$ cat src/hw/rtl/abe_pkg.sv
`timescale 1ns / 1ps
`default_nettype none

package abe_pkg;

    localparam int unsigned DATA_W    = 32;
    localparam int unsigned CFG_IDX_W = 8;
    localparam int unsigned DIV_STEPS = 32;
    localparam int unsigned DIV_CNT_W = $clog2(DIV_STEPS);

    localparam logic [1:0] MODE_FAST   = 2'd0;
    localparam logic [1:0] MODE_SLOW   = 2'd1;
    localparam logic [1:0] MODE_RTT    = 2'd2;
    localparam logic [1:0] MODE_IGNORE = 2'd3;

    localparam logic [1:0] DEC_UPDATED = 2'd0;
    localparam logic [1:0] DEC_RESYNC  = 2'd1;
    localparam logic [1:0] DEC_SAMPLE  = 2'd2;
    localparam logic [1:0] DEC_INITIAL = 2'd3;

    localparam logic [CFG_IDX_W-1:0] CFG_MSS        = 8'd0;
    localparam logic [CFG_IDX_W-1:0] CFG_RTT_FLOOR  = 8'd1;
    localparam logic [CFG_IDX_W-1:0] CFG_START_TIME = 8'd2;
    localparam logic [CFG_IDX_W-1:0] CFG_START_SEQ  = 8'd3;

    localparam logic [15:0] MSS_RST       = 16'd1460;
    localparam logic [15:0] RTT_FLOOR_RST = 16'd50;

    typedef struct packed {
        logic [1:0]         mode;
        logic [31:0]        now;
        logic [31:0]        acked_seq;
        logic signed [31:0] rtt_sample;
    } t_in;

    typedef struct packed {
        logic [31:0] bw_estimate;
        logic [31:0] bw_raw_estimate;
        logic [31:0] window_bytes;
        logic [1:0]  decision;
    } t_out;

    typedef enum logic [2:0] {
        S_IDLE,
        S_EVAL,
        S_DIV,
        S_FILT1,
        S_FILT2,
        S_ACC,
        S_OUT
    } t_state;

    typedef struct packed {
        logic load;
        logic eval;
        logic div_step;
        logic filt1;
        logic filt2;
        logic acc;
        logic out_load;
    } t_cmd;

    typedef struct packed {
        logic is_ack;
        logic sample;
        logic div_last;
    } t_sts;

endpackage

`default_nettype wire

$ cat src/hw/rtl/abe_ctrl.sv
`timescale 1ns / 1ps
`default_nettype none

module abe_ctrl (
    input  wire logic          i_clk,
    input  wire logic          i_rst_n,
    input  wire logic          i_in_valid,
    output logic               o_in_ready,
    output logic               o_out_valid,
    input  wire logic          i_out_ready,
    input  wire abe_pkg::t_sts i_sts,
    output abe_pkg::t_cmd      o_cmd
);
    import abe_pkg::*;

    t_state r_state;
    t_state n_state;
    logic   r_out_valid;
    logic   n_out_valid;

    always_ff @(posedge i_clk) begin
        if (!i_rst_n) begin
            r_state     <= S_IDLE;
            r_out_valid <= 1'b0;
        end else begin
            r_state     <= n_state;
            r_out_valid <= n_out_valid;
        end
    end

    always_comb begin
        n_state     = r_state;
        o_cmd       = '0;
        o_in_ready  = 1'b0;
        n_out_valid = r_out_valid && !i_out_ready;
        case (r_state)
            S_IDLE: begin
                o_in_ready = 1'b1;
                if (i_in_valid) begin
                    o_cmd.load = 1'b1;
                    n_state    = S_EVAL;
                end
            end
            S_EVAL: begin
                o_cmd.eval = 1'b1;
                if (!i_sts.is_ack) begin
                    n_state = S_OUT;
                end else if (i_sts.sample) begin
                    n_state = S_DIV;
                end else begin
                    n_state = S_ACC;
                end
            end
            S_DIV: begin
                o_cmd.div_step = 1'b1;
                if (i_sts.div_last) begin
                    n_state = S_FILT1;
                end
            end
            S_FILT1: begin
                o_cmd.filt1 = 1'b1;
                n_state     = S_FILT2;
            end
            S_FILT2: begin
                o_cmd.filt2 = 1'b1;
                n_state     = S_ACC;
            end
            S_ACC: begin
                o_cmd.acc = 1'b1;
                n_state   = S_OUT;
            end
            S_OUT: begin
                if (!r_out_valid || i_out_ready) begin
                    o_cmd.out_load = 1'b1;
                    n_out_valid    = 1'b1;
                    n_state        = S_IDLE;
                end
            end
            default: begin
                n_state = S_IDLE;
            end
        endcase
    end

    assign o_out_valid = r_out_valid;

endmodule

`default_nettype wire

$ cat src/hw/rtl/abe_dp.sv
`timescale 1ns / 1ps
`default_nettype none

module abe_dp (
    input  wire logic                            i_clk,
    input  wire logic                            i_rst_n,
    input  wire logic                            i_cfg_we,
    input  wire logic [abe_pkg::CFG_IDX_W-1:0]   i_cfg_index,
    input  wire logic [abe_pkg::DATA_W-1:0]      i_cfg_data,
    input  wire abe_pkg::t_in                    i_in_data,
    input  wire abe_pkg::t_cmd                   i_cmd,
    output abe_pkg::t_sts                        o_sts,
    output abe_pkg::t_out                        o_out_data
);
    import abe_pkg::*;

    function automatic logic [31:0] avg78(input logic [31:0] old, input logic [31:0] smp);
        logic [34:0] acc;
        acc = {old, 3'b000} - {3'b000, old} + {3'b000, smp};
        return acc[34:3];
    endfunction

    logic [15:0] r_mss;
    logic [15:0] r_rtt_floor;
    logic [31:0] r_bw_raw;
    logic [31:0] r_bw_smooth;
    logic [31:0] r_window_start;
    logic [31:0] r_byte_sum;
    logic [31:0] r_last_seq;
    logic [31:0] r_credited;
    logic [31:0] r_rtt_ticks;
    logic        r_first_pending;
    logic [1:0]  r_decision;
    logic        r_was_empty;

    t_in                  r_item;
    t_out                 r_out;
    logic [31:0]          r_rem;
    logic [31:0]          r_quo;
    logic [31:0]          r_dvs;
    logic [DIV_CNT_W-1:0] r_cnt;

    logic [31:0] w_elapsed;
    logic [31:0] w_bound;
    logic        w_is_ack;
    logic        w_sample;
    logic        w_rtt_pos;
    logic [32:0] w_trial;
    logic [31:0] w_mss32;
    logic [31:0] w_diff;
    logic [31:0] w_cumul1;
    logic [31:0] w_cred1;
    logic [31:0] w_cumul2;
    logic [31:0] w_cred2;

    assign w_elapsed = r_item.now - r_window_start;
    assign w_bound   = (r_rtt_ticks > {16'd0, r_rtt_floor}) ? r_rtt_ticks
                                                             : {16'd0, r_rtt_floor};
    assign w_is_ack  = (r_item.mode == MODE_FAST) || (r_item.mode == MODE_SLOW);
    assign w_sample  = (r_rtt_ticks != '0) && (w_elapsed > w_bound);
    assign w_rtt_pos = (r_item.rtt_sample != '0) && !r_item.rtt_sample[31];
    assign w_trial   = {r_rem, r_quo[31]} - {1'b0, r_dvs};

    // slow ack: duplicate credit, then take credit back on a large cumulative ack
    assign w_mss32 = {16'd0, r_mss};
    assign w_diff  = r_item.acked_seq - r_last_seq;
    always_comb begin
        w_cumul1 = w_diff;
        w_cred1  = r_credited;
        if (w_diff == '0) begin
            w_cred1  = r_credited + w_mss32;
            w_cumul1 = w_mss32;
        end
        w_cumul2 = w_cumul1;
        w_cred2  = w_cred1;
        if (w_cumul1 > w_mss32) begin
            if (w_cred1 >= w_cumul1) begin
                w_cred2  = w_cred1 - w_cumul1;
                w_cumul2 = w_mss32;
            end else begin
                w_cumul2 = w_cumul1 - w_cred1;
                w_cred2  = '0;
            end
        end
    end

    always_ff @(posedge i_clk) begin
        if (!i_rst_n) begin
            r_mss           <= MSS_RST;
            r_rtt_floor     <= RTT_FLOOR_RST;
            r_bw_raw        <= '0;
            r_bw_smooth     <= '0;
            r_window_start  <= '0;
            r_byte_sum      <= '0;
            r_last_seq      <= '0;
            r_credited      <= '0;
            r_rtt_ticks     <= '0;
            r_first_pending <= 1'b1;
            r_decision      <= DEC_INITIAL;
            r_was_empty     <= 1'b0;
        end else begin
            if (i_cfg_we) begin
                case (i_cfg_index)
                    CFG_MSS:        r_mss          <= i_cfg_data[15:0];
                    CFG_RTT_FLOOR:  r_rtt_floor    <= i_cfg_data[15:0];
                    CFG_START_TIME: r_window_start <= i_cfg_data;
                    CFG_START_SEQ:  r_last_seq     <= i_cfg_data;
                    default: ;
                endcase
            end
            if (i_cmd.eval) begin
                case (r_item.mode)
                    MODE_FAST, MODE_SLOW: begin
                        r_decision <= DEC_UPDATED;
                        if (r_first_pending) begin
                            r_last_seq      <= r_item.acked_seq;
                            r_first_pending <= 1'b0;
                            r_decision      <= DEC_RESYNC;
                        end
                    end
                    MODE_RTT: begin
                        if (w_rtt_pos) begin
                            r_rtt_ticks <= r_item.rtt_sample;
                        end
                    end
                    MODE_IGNORE: ;
                    default: ;
                endcase
            end
            if (i_cmd.filt1) begin
                r_was_empty <= (r_bw_raw == '0) && (r_bw_smooth == '0);
                if ((r_bw_raw == '0) && (r_bw_smooth == '0)) begin
                    r_bw_raw    <= r_quo;
                    r_bw_smooth <= r_quo;
                end else begin
                    r_bw_raw <= avg78(r_bw_raw, r_quo);
                end
            end
            if (i_cmd.filt2) begin
                if (!r_was_empty) begin
                    r_bw_smooth <= avg78(r_bw_smooth, r_bw_raw);
                end
                r_byte_sum     <= '0;
                r_window_start <= r_item.now;
                r_decision     <= DEC_SAMPLE;
            end
            if (i_cmd.acc) begin
                r_last_seq <= r_item.acked_seq;
                if (r_item.mode == MODE_SLOW) begin
                    r_byte_sum <= r_byte_sum + w_cumul2;
                    r_credited <= w_cred2;
                end else begin
                    r_byte_sum <= r_byte_sum + w_diff;
                end
            end
        end
    end

    // restoring divider, one quotient bit a cycle
    always_ff @(posedge i_clk) begin
        if (i_cmd.load) begin
            r_item <= i_in_data;
        end
        if (i_cmd.eval) begin
            r_rem <= '0;
            r_quo <= r_byte_sum;
            r_dvs <= w_elapsed;
            r_cnt <= '0;
        end else if (i_cmd.div_step) begin
            r_cnt <= r_cnt + 1'b1;
            if (!w_trial[32]) begin
                r_rem <= w_trial[31:0];
                r_quo <= {r_quo[30:0], 1'b1};
            end else begin
                r_rem <= {r_rem[30:0], r_quo[31]};
                r_quo <= {r_quo[30:0], 1'b0};
            end
        end
        if (i_cmd.out_load) begin
            r_out.bw_estimate     <= r_bw_smooth;
            r_out.bw_raw_estimate <= r_bw_raw;
            r_out.window_bytes    <= r_byte_sum;
            r_out.decision        <= r_decision;
        end
    end

    assign o_sts.is_ack   = w_is_ack;
    assign o_sts.sample   = w_sample;
    assign o_sts.div_last = (r_cnt == DIV_CNT_W'(DIV_STEPS - 1));
    assign o_out_data     = r_out;

endmodule

`default_nettype wire

$ cat src/hw/rtl/ack_bandwidth_estimator_core.sv
`timescale 1ns / 1ps
`default_nettype none

// Bandwidth estimator for one connection, fed with ack events over a
// valid/ready channel; every event gives one result transfer. Events are
// handled one at a time. After evaluation, an RTT sample or ignored event
// goes straight to the output step, and an ack that closes no window passes
// the accumulate step first; an ack that closes a window also runs the
// restoring divider (byte sum over elapsed ticks) and the two filter steps. A
// finished result sits in an output register, so the next event is taken
// while it waits; that event's own result then holds until the register is
// free. Configuration writes are taken every cycle and belong in idle time.

module ack_bandwidth_estimator_core (
    input  wire logic                          i_clk,
    input  wire logic                          i_rst_n,
    input  wire logic                          i_in_valid,
    output logic                               o_in_ready,
    input  wire abe_pkg::t_in                  i_in_data,
    output logic                               o_out_valid,
    input  wire logic                          i_out_ready,
    output abe_pkg::t_out                      o_out_data,
    input  wire logic                          i_cfg_valid,
    output logic                               o_cfg_ready,
    input  wire logic [abe_pkg::CFG_IDX_W-1:0] i_cfg_index,
    input  wire logic [abe_pkg::DATA_W-1:0]    i_cfg_data
);
    import abe_pkg::*;

    t_cmd w_cmd;
    t_sts w_sts;

    assign o_cfg_ready = 1'b1;

    abe_ctrl u_ctrl (
        .i_clk       (i_clk),
        .i_rst_n     (i_rst_n),
        .i_in_valid  (i_in_valid),
        .o_in_ready  (o_in_ready),
        .o_out_valid (o_out_valid),
        .i_out_ready (i_out_ready),
        .i_sts       (w_sts),
        .o_cmd       (w_cmd)
    );

    abe_dp u_dp (
        .i_clk       (i_clk),
        .i_rst_n     (i_rst_n),
        .i_cfg_we    (i_cfg_valid),
        .i_cfg_index (i_cfg_index),
        .i_cfg_data  (i_cfg_data),
        .i_in_data   (i_in_data),
        .i_cmd       (w_cmd),
        .o_sts       (w_sts),
        .o_out_data  (o_out_data)
    );

endmodule

`default_nettype wire

$ cat config.mk
export PLATFORM = sky130hd
export DESIGN_NAME = ack_bandwidth_estimator_core
export DESIGN_NICKNAME = d
export VERILOG_FILES = /design/src/hw/rtl/abe_pkg.sv /design/src/hw/rtl/abe_ctrl.sv /design/src/hw/rtl/abe_dp.sv /design/src/hw/rtl/ack_bandwidth_estimator_core.sv
export SDC_FILE = /design/constraint.sdc
export NUM_CORES = 2
export LEC_CHECK = 0
export BUFFER_PORTS_ARGS = -buffer_cell sky130_fd_sc_hd__buf_2
export CAP_MARGIN = 20
export CORE_MARGIN = 10
export CORE_UTILIZATION = 60
export DETAILED_ROUTE_END_ITERATION = 7
export PLACE_DENSITY = 0.79
export SYNTH_ARGS = -nofsm -noshare
export SYNTH_HDL_FRONTEND = slang
export SYNTH_SLANG_ARGS = --single-unit
$ cat constraint.sdc
create_clock -name i_clk -period 27.5 [get_ports i_clk]
set_input_delay 1.375 -clock i_clk [delete_from_list [all_inputs] [get_ports i_clk]]
set_output_delay 1.375 -clock i_clk [all_outputs]
set_load 0.005 [all_outputs]
==> metrics.txt <==
Detail Route met3 WL 8860 µm; Root Buffer clkbuf_16; Die Y 273 µm; Post-Synthesis Cells 4271; Filler cells 5016; synthesized area 38300 µm²; placed cell areas 40300 µm²; drt pass-1 iters 8; Max clock buf depth 3; CTS Hold Bufs 0; CTS resizes 0; CTS clock-pin slew for the worst setup and hold paths 0.06 ns; Top FF cell, synth dfxtp_1; Leak 18.5 nW; Post-CTS Setup Inserts 0; starting density of the core 60.7%; most used cell, CP o21ai_0; crit path time final 12.69 ns; wire length per cell 21.1 µm; routed via count 32600; RSZ-0062 raised after global routing no; Core Area 63200 µm²; Worst path slowest cell xnor2_1; Mean Syn Cell Area 8.98 µm²; top routing layer in use met4; Async S/R FF share, synth 0%; startpoint types flip-flop; Synth warnings 0; drt drc 0; Layout Cell Area excl Fill 42400 µm²; max-cap violations 0; status finished, final reports clean; row cnt 92; Syn Nets 4826; num ports 244; Critical Path RT 28.04 ns; number of hold violations in the final report 0; Seq/Total Area, Yosys 36.1%; met2 wire len 51400 µm; post-route ant nets 0; CP Class reg -> reg; CTS buffer count 61; Final WS setup 14.81 ns; DP HPWL 85400 µm; flops & latches, synth 561; switching share of power 47.9%; Gate power share 64.4%; Reg2Reg Setup Slack 14.81 ns; drt first-iter violations 3218; slew at the pin closest to its max-slew limit 1.18 ns; placed insts 5225; largest net degree at the start of global routing 98; number of global-route vias before repair 31500; clock power share 14.1%; fin crit share 46.1%; Clock Sinks 561; # setup viols final 0; CP top delay family compound AO/OA/AOI/OAI gates; fin util 67.1%; Net Switching 2.90 mW; initial antenna violation count 3; headroom to the max-slew limit 21.3%; clock skew 0.0280 ns; Seq pwr share 21.5%; worst skew pair latency 0.65 ns; Peak supply drop 77.1 µV; DRT Wirelength 113000 µm; Max stage delay on crit path 0.62 ns; total power 6.04 mW; layout cells sized above 1 10.1%; GPL Wtd Cong 0.994; CTS H-tree depth 2; CP Capture Type flip-flop; Fin Setup TNS 0 ns; all-layer global routing usage 29.5%; final hold slack 0.466 ns; Int Pwr 3.14 mW; PD cells 142 nW/µm²; pre-CTS setup slack 15.03 ns; nets 4998; Die ar. 74400 µm²; wl on met1 47400 µm; first-pass GRT wire length 176000 µm; CTS tree built; Pins Over Slew Limit 0; Arr. time, crit path 13.23 ns; Finished Layout Cells 5342; # port buffers 242; GRT overflow 0; CP bufs+invs 4; synthesis-to-finish area growth 10.7%; Vias/cell 6.11; Post-synth EDFFs 260; Hold Path Class reg -> reg; Die W 273 µm; Synth cell types 93; CP Max Fanout 32; Fmax 78.8 MHz
==> power by group through the flow <==
| stage | Clock, mW | Sequential [mW] | Combinational, mW |
|---|---|---|---|
| floorplan | 0 | 1.24 | 2.89 |
| global placement | 0 | 1.30 | 3.71 |
| CTS | 0.860 | 1.29 | 3.82 |
| detailed placement | 0 | 1.31 | 3.78 |
| global route | 0.893 | 1.32 | 4.30 |
| finish | 0.853 | 1.30 | 3.89 |
==> state kept, by name, indices dropped and copies added (netlist names), 5 cells and up <==
register / count
u_dp.o_out_data: 98
u_dp.r_bw_raw: 32
u_dp.r_bw_smooth: 32
u_dp.r_byte_sum: 32
u_dp.r_cnt: 5
u_dp.r_credited: 32
u_dp.r_dvs: 32
u_dp.r_item: 98
u_dp.r_last_seq: 32
u_dp.r_mss: 16
u_dp.r_quo: 32
u_dp.r_rem: 32
u_dp.r_rtt_floor: 16
u_dp.r_rtt_ticks: 32
u_dp.r_window_start: 32
==> area by class of cell <==
| type | count | area, µm² | area share (%) |
|---|---|---|---|
| multi-input combinational | 3027 | 22000 | 51.9 |
| sequential | 561 | 13800 | 32.6 |
| inverter | 512 | 1930 | 4.54 |
| clock buffer | 77 | 1660 | 3.91 |
| timing repair buffer | 280 | 1500 | 3.54 |
| tap | 846 | 1060 | 2.49 |
| clock inverter | 38 | 429 | 1.01 |
| antenna | 1 | 2.50 | 0.00590 |
==> metal layers <==
| layer | up-vias | GRT usage, % |
|---|---|---|
| met5 | - | 0 |
| met1 | 15500 | 39.2 |
| li1 | 15500 | - |
| met4 | 0 | 12.7 |
| met2 | 1384 | 47.7 |
| met3 | 265 | 3.97 |
==> cells by family (layout without fill, tap and decap cells) <==
kind of cell	count (synthesis)	in the layout	share of synthesized area, %
compound gates	1139	1139	19.4
fa+ha+maj	413	413	14.7
buf+inv	683	907	6.71
xor+xnor	238	238	5.44
simple gates	1058	1058	13.0
mux	178	178	4.67
other cells	1	2	0.00978
flops	561	561	36.1
==> worst min-delay path, delay by kind of cell, from the launching register on <==
family,cells,cell delay (ns)
DFF,1,0.31
AOI/OAI and AO/OA,1,0.05
and+or+nand+nor,1,0.05
==> final timing paths <==
kind	from	cells after the start	endpoint
worst max-delay path	u_dp.r_item[32]	46	u_dp.r_byte_sum[31]
worst min-delay path	u_dp.r_cnt[4]	2	u_dp.r_cnt[4]
worst max register to register	u_dp.r_item[32]	46	u_dp.r_byte_sum[31]
worst min register to register	u_dp.r_cnt[4]	2	u_dp.r_cnt[4]
==> synthesized netlist by cell type, types with 9 or more instances <==
cell | n | area (µm²)
xor2_1 | 75 | 657
nand4_1 | 44 | 275
nand2_1 | 268 | 1010
dfxtp_1 | 301 | 6030
nand2b_1 | 38 | 238
and2_1 | 22 | 138
o21a_1 | 34 | 255
a211oi_1 | 171 | 1280
nor4_1 | 42 | 263
o211ai_1 | 36 | 270
a22oi_1 | 31 | 233
a21o_1 | 98 | 736
o21ai_0 | 233 | 1170
o21ai_1 | 9 | 45.0
mux2i_1 | 170 | 1700
clkbuf_1 | 148 | 556
a21boi_0 | 17 | 128
inv_1 | 511 | 1920
o22ai_1 | 24 | 150
or3_1 | 22 | 138
a31oi_1 | 32 | 200
fa_1 | 65 | 1300
nor3_1 | 67 | 335
edfxtp_1 | 260 | 7810
o21bai_1 | 51 | 383
or2_2 | 17 | 106
a21oi_1 | 275 | 1380
and3_1 | 29 | 181
xnor2_1 | 163 | 1430
nor2b_1 | 43 | 269
buf_1 | 17 | 63.8
ha_1 | 347 | 4340
o31ai_1 | 13 | 97.6
or4_1 | 11 | 82.6
nor2_1 | 360 | 1350
nand3_1 | 65 | 325
==> cell usage in the layout (no fill, tap or decap), types with 51 or more instances in the layout <==
master	count
inv_1	509
nor2_1	356
ha_1	347
dfxtp_1	301
a21oi_1	273
nand2_1	267
edfxtp_1	260
buf_2	242
o21ai_0	233
a211oi_1	171
mux2i_1	170
xnor2_1	163
a21o_1	98
xor2_1	75
nor3_1	65
fa_1	65
nand3_1	64
clkbuf_16	62
o21bai_1	51
Power figures use the tool's default switching activity.
